## src/rtl/core/hvt_pkg.sv

```systemverilog
`default_nettype none
package hvt_pkg;

  localparam int unsigned CoefW    = 32;
  localparam int unsigned CoordW   = 32;
  localparam int unsigned PairW    = 64;
  localparam int unsigned NumPairs = 8;
  localparam int unsigned NumCoef  = 16;
  localparam int unsigned IdxW     = 3;
  // exact sum of three coef*coord products and the w term
  localparam int unsigned AccW     = CoefW + CoordW + 2;

  localparam logic [NumPairs-1:0][PairW-1:0] PairReset = {
    64'd281474976710656, 64'd0, 64'd65536, 64'd0,
    64'd0, 64'd281474976710656, 64'd0, 64'd65536
  };

  typedef struct packed {
    logic                     op;
    logic signed [CoordW-1:0] in_x;
    logic signed [CoordW-1:0] in_y;
    logic signed [CoordW-1:0] in_z;
  } hvt_in_t;

  typedef struct packed {
    logic signed [CoordW-1:0] out_x;
    logic signed [CoordW-1:0] out_y;
    logic signed [CoordW-1:0] out_z;
    logic                     w_zero;
    logic                     saturated;
  } hvt_out_t;

  typedef struct packed {
    logic [AccW-1:0]   rem;
    logic [CoordW-1:0] nlow;
    logic [CoordW-1:0] quo;
  } hvt_lane_t;

  typedef struct packed {
    logic       valid;
    logic       w_zero;
    logic [2:0] neg;
    logic [2:0] ovf;
  } hvt_ctl_t;

endpackage
`default_nettype wire

```

## src/rtl/core/hvt_div_cell.sv

```systemverilog
`default_nettype none
module hvt_div_cell import hvt_pkg::*; (
  input  wire logic            clk_i,
  input  wire logic            rst_ni,
  input  wire hvt_ctl_t        ctl_i,
  input  wire hvt_lane_t [2:0] lane_i,
  input  wire logic [AccW-1:0] den_i,
  output hvt_ctl_t             ctl_o,
  output hvt_lane_t [2:0]      lane_o,
  output logic [AccW-1:0]      den_o
);

  hvt_lane_t [2:0]  lane_d, lane_q;
  logic [AccW-1:0]  den_q;
  logic [AccW:0]    trial [3];
  logic [2:0]       ge;

  // one restoring step per lane: bring down the next numerator bit
  always_comb begin
    for (int l = 0; l < 3; l++) begin
      trial[l] = {lane_i[l].rem, lane_i[l].nlow[CoordW-1]};
      ge[l]    = trial[l] >= {1'b0, den_i};
      lane_d[l].rem  = ge[l] ? AccW'(trial[l] - {1'b0, den_i}) : AccW'(trial[l]);
      lane_d[l].nlow = {lane_i[l].nlow[CoordW-2:0], 1'b0};
      lane_d[l].quo  = {lane_i[l].quo[CoordW-2:0], ge[l]};
    end
  end

  always_ff @(posedge clk_i) begin
    lane_q <= lane_d;
    den_q  <= den_i;
  end

  always_ff @(posedge clk_i or negedge rst_ni) begin
    if (!rst_ni) begin
      ctl_o <= '0;
    end else begin
      ctl_o <= ctl_i;
    end
  end

  assign lane_o = lane_q;
  assign den_o  = den_q;

endmodule
`default_nettype wire

```

## config.mk

```make
export PLATFORM = sky130hd
export DESIGN_NAME = hvt_div_cell
export DESIGN_NICKNAME = d
export VERILOG_FILES = /design/src/rtl/core/hvt_pkg.sv /design/src/rtl/core/hvt_div_cell.sv
export SDC_FILE = /design/constraint.sdc
export NUM_CORES = 1
export LEC_CHECK = 0
export BUFFER_PORTS_ARGS = -buffer_cell sky130_fd_sc_hd__buf_2
export CAP_MARGIN = 20
export CORE_AREA = 2 2 365 367
export DETAILED_ROUTE_END_ITERATION = 6
export DIE_AREA = 0 0 367 369
export PLACE_DENSITY = 0.34
export SLEW_MARGIN = 40
export SYNTH_ARGS = -nofsm -noshare
export SYNTH_HDL_FRONTEND = slang
export SYNTH_SLANG_ARGS = --single-unit
export TNS_END_PERCENT = 20
```

## constraint.sdc

```tcl
create_clock -name clk_i -period 1.1 [get_ports clk_i]
set_input_delay 0.11 -clock clk_i [delete_from_list [all_inputs] [get_ports clk_i]]
set_output_delay 0.11 -clock clk_i [all_outputs]
set_load 0.005 [all_outputs]
```

Word-level counts from Yosys, hierarchy flattened
Cells that the tools add are included.

Logic and storage cells: 23. Register bits after elaboration: 461. Output and inout port bits: 464. Input port bits: 466.

Add/sub/neg operators: 3. $lt $le $gt $ge: 3. Mux-type cells: 3.

Operators by type and width (number): $ge 67x66->1 (3); $mux 66 (3); $sub 66x66->66 (3).

Longest topological paths before layout
Word-level depth: 2. Mapped depth: 15. Depth with buffers taken out: 14.

Worst setup path before layout
No wires, ideal clock.

Path kind: in2reg. Start point: input port lane_i[63] (netlist name). End point: register lane_q, in the netlist lane_o[124]. Path slack: -1.813 ns. Setup time: 0.121 ns. Stages on the path: 14. Path buffers: 0. Data arrival time: 2.791 ns. Data required time: 0.979 ns. Path through: inv_1 > ha_1 > inv_1 > fa_1 > a211oi_1 > o21ai_0 > o311ai_1 > a21oi_1 > nor3_1 > nor2_1 > a31o_2 > a221oi_1 > xnor2_1 > mux2_4.

RTL lines: start, declared (RTL line hvt_div_cell.sv:6) `input wire hvt_lane_t [2:0] lane_i,`; end signal, assigned (RTL line hvt_div_cell.sv:30) `lane_q <= lane_d;`; end, declared (RTL line hvt_div_cell.sv:13) `hvt_lane_t [2:0] lane_d, lane_q;`.

==> results.json <==
{
  "status": "finished, violations left",
  "violations": "design-rule violations, negative hold slack, negative setup slack",
  "netlist_instances": 2768,
  "portBuffers": 923,
  "tightest_slew_ns": 0.6537,
  "nFillCells": 13890,
  "netlist_area_mm2": 0.02421,
  "hold_violations": 6,
  "synth_ff_type": "dfxtp_1",
  "synth_warnings": 0,
  "clock_sinks": 461,
  "rsz0062_at_grt": "yes",
  "htreeDepth": 2,
  "drv_slew": 0,
  "dr.pass1.iters": 7,
  "async_flop_share_pct": 1.735,
  "drc": 4,
  "die_x_um": 367,
  "power_density_mw_per_mm2": 1355,
  "core_area_mm2": 0.1311,
  "stdcell_area_mm2": 0.04816,
  "die_y_um": 369,
  "synth-edff-count": 0,
  "die-area_mm2": 0.1354,
  "tritoncts": "built",
  "antenna_found_initial": 54,
  "tns_ns": -360.15,
  "seq_area_frac_synth_pct": 38.28,
  "area_growth_pct": 98.91,
  "worstPathRequired_ns": 1.68,
  "dr_total_vias": 30184,
  "min_period_over_period_pct": 251.3,
  "p_leak_nw": 22.91,
  "start_util_pct": 18.46,
  "grt_max_degree": 27,
  "cts_buffers": 61,
  "overflow": 0,
  "hp-class": "input pin to flip-flop",
  "preCtsSetupSlack_ns": -2.632,
  "ys_ff_latch": 461,
  "end_kind": "flip-flop",
  "setup_slack_ns": -1.665,
  "drtAntennaViolNets": 0,
  "place.gp.congestion": 0.8612,
  "yosys.cell_types.count": 89,
  "period_needed_ns": 2.765,
  "irDropWorstVdd_mv": 1.344,
  "ctsRootBufferMaster": "clkbuf_16",
  "slew-limit-headroom_pct": 55.96,
  "hpwlAfterDp_um": 140500,
  "cp_max_fo": 6,
  "clk_path_buf_depth": 3,
  "wire_per_inst_um": 23.87,
  "critPathLaunchType": "input pin",
  "rows": 133,
  "grt_usage_pct": 23.70,
  "ioPinCount": 930,
  "hold-worst-slack_ns": -0.3873,
  "drt-initial-drc-count": 1332,
  "routed_wl_um": 167600,
  "path_clk_slew_ns": 0.06,
  "postPlaceCellArea_mm2": 0.03846,
  "fmax_mhz": 361.7,
  "critPathKind": "input pin to flip-flop",
  "cp.arrival_ns": 3.35,
  "max_cap_viol_count": 0,
  "syn_area_per_cell_um2": 8.747,
  "grt_pass1_wl_um": 230600,
  "power_mw": 65.25,
  "setup_viol": 662,
  "grt_pass1_vias": 31275,
  "vias_per_cell": 4.299,
  "drive_gt1_share_pct": 46.61,
  "final_nets": 5864
}
## flip-flops by register name, indices dropped and copies added (netlist names)
register	count
ctl_o	8
lane_o	387
den_o	66
## cell families after synthesis
family	share of synthesized area [%]
other cells	0.01549
flops	38.28
compound gates	22.26
fa+ha+maj	10.48
xor+xnor	6.258
mux	4.015
buf+inv	4.532
simple gates	14.15
## report_power, final
part / internal (mW) / switching, mW
combinational: 11.8 / 11.4
sequential: 18.8 / 0.905
clock: 13.3 / 8.89
total: 44.0 / 21.2
## synth_stat cells, drive strengths merged (11+ instances only)
library cell | n | area (um^2)
a211oi | 20 | 150.1
a21boi | 12 | 90.09
clkbuf | 93 | 349.1
mux2 | 66 | 912.1
nand3 | 48 | 240.2
o211ai | 16 | 125.1
buf | 24 | 158.9
nand4 | 83 | 519.3
o21a | 27 | 202.7
o21ai | 253 | 1270
xor2 | 65 | 569.3
nor4 | 12 | 81.33
dfxtp | 453 | 9069
or3 | 11 | 68.82
o21bai | 46 | 345.3
a21oi | 275 | 1399
a31oi | 12 | 75.07
nor2b | 15 | 93.84
o31ai | 16 | 135.1
xnor2 | 108 | 945.9
nand2 | 299 | 1125
and3 | 30 | 187.7
a21o | 98 | 735.7
nor3 | 39 | 200.2
nor2 | 115 | 431.7
nand2b | 13 | 81.33
ha | 198 | 2477
inv | 157 | 589.3
and2 | 16 | 100.1
## stage by stage
step / util [%] / std cells / hold slack, ns
finish: 36.73 / 7021 / -0.3873
CTS: 35.74 / 6963 / -0.5371
detailed placement: 29.33 / 6339 / 0.003343
global route: 36.72 / 7015 / -0.4256
floorplan: - / 2770 / -0.1856
global placement: 29.33 / 6339 / 0.003163
## metal layers
metal / wire length (um) / up-vias / GRT usage [%] / share of wire [%]
met5: 217 / - / 0 / 0.13
met4: 5208 / 38 / 6.786 / 3.1
met3: 8615 / 216 / 4.878 / 5.1
met2: 85880 / 823 / 43.96 / 51
met1: 67640 / 14295 / 27.17 / 40
li1: - / 14812 / - / -
## worst max-delay path, stage by stage
cell and delay, ns:
buf_8 0.08, clkinvlp_4 0.16, buf_6 0.17, ha_4 0.21, nor2b_4 0.12, o211ai_1 0.26, a311oi_2 0.16, buf_4 0.19
o211ai_1 0.16, buf_4 0.15, a21oi_4 0.06, o31a_4 0.39, o21ai_4 0.20, a21oi_4 0.09, nor2_4 0.10, buf_12 0.14
buf_12 0.14, buf_8 0.14, mux2_4 0.30
## what timing repair did
action | in CTS | in global routing
setup buffers | 40 | 48
pin swaps | 50 | 91
resized for setup | 226 | 230
hold buffers | 468 | 9
setup endpoints to repair | 662 | 662
endpoints found under the hold margin | 466 | 14
cloned | 3 | 1
## cells in the final DEF, fill, tap and decap left out, types with 41 or more instances in the layout
master         Yosys  routed
o21ai_0          230     170
xnor2_1          108      98
nand2_1          298     287
nand4_1           83      83
nand3_1           48      41
mux2_4            45      52
dfxtp_1          453     453
buf_2             10     914
a21oi_1          269     228
inv_1            156     130
o21bai_1          46      45
nor2_1           115     110
buf_4              3    1009
o21ai_1           22      60
xor2_1            65      63
clkbuf_16          0      64
ha_1             198     160
dlygate4sd3_1      0     472
a21o_1            98      98
## area by class of cell
cell class	instances	area [um^2]	area share [%]
diodes	16	40.04	0.08313
clock buffers	84	1754	3.642
clock inverters	32	478.0	0.9924
inverters	157	644.4	1.338
multi-input cells	2035	15560	32.31
flip-flops and latches	461	9269	19.25
well taps	1755	2196	4.559
repair buffers	2481	18220	37.83
## worst paths after layout
check | from | endpoint | slack (ns) | depth (start not counted)
max in group asynchronous | rst_ni | ctl_o[5] | 0.26 | 3
min | den_i[0] | den_o[0] | -0.39 | 1
min in group asynchronous | rst_ni | ctl_o[7] | 0.46 | 3
max | den_i[1] | lane_o[90] | -1.66 | 19
No activity file was read; power rests on OpenSTA's default activity.
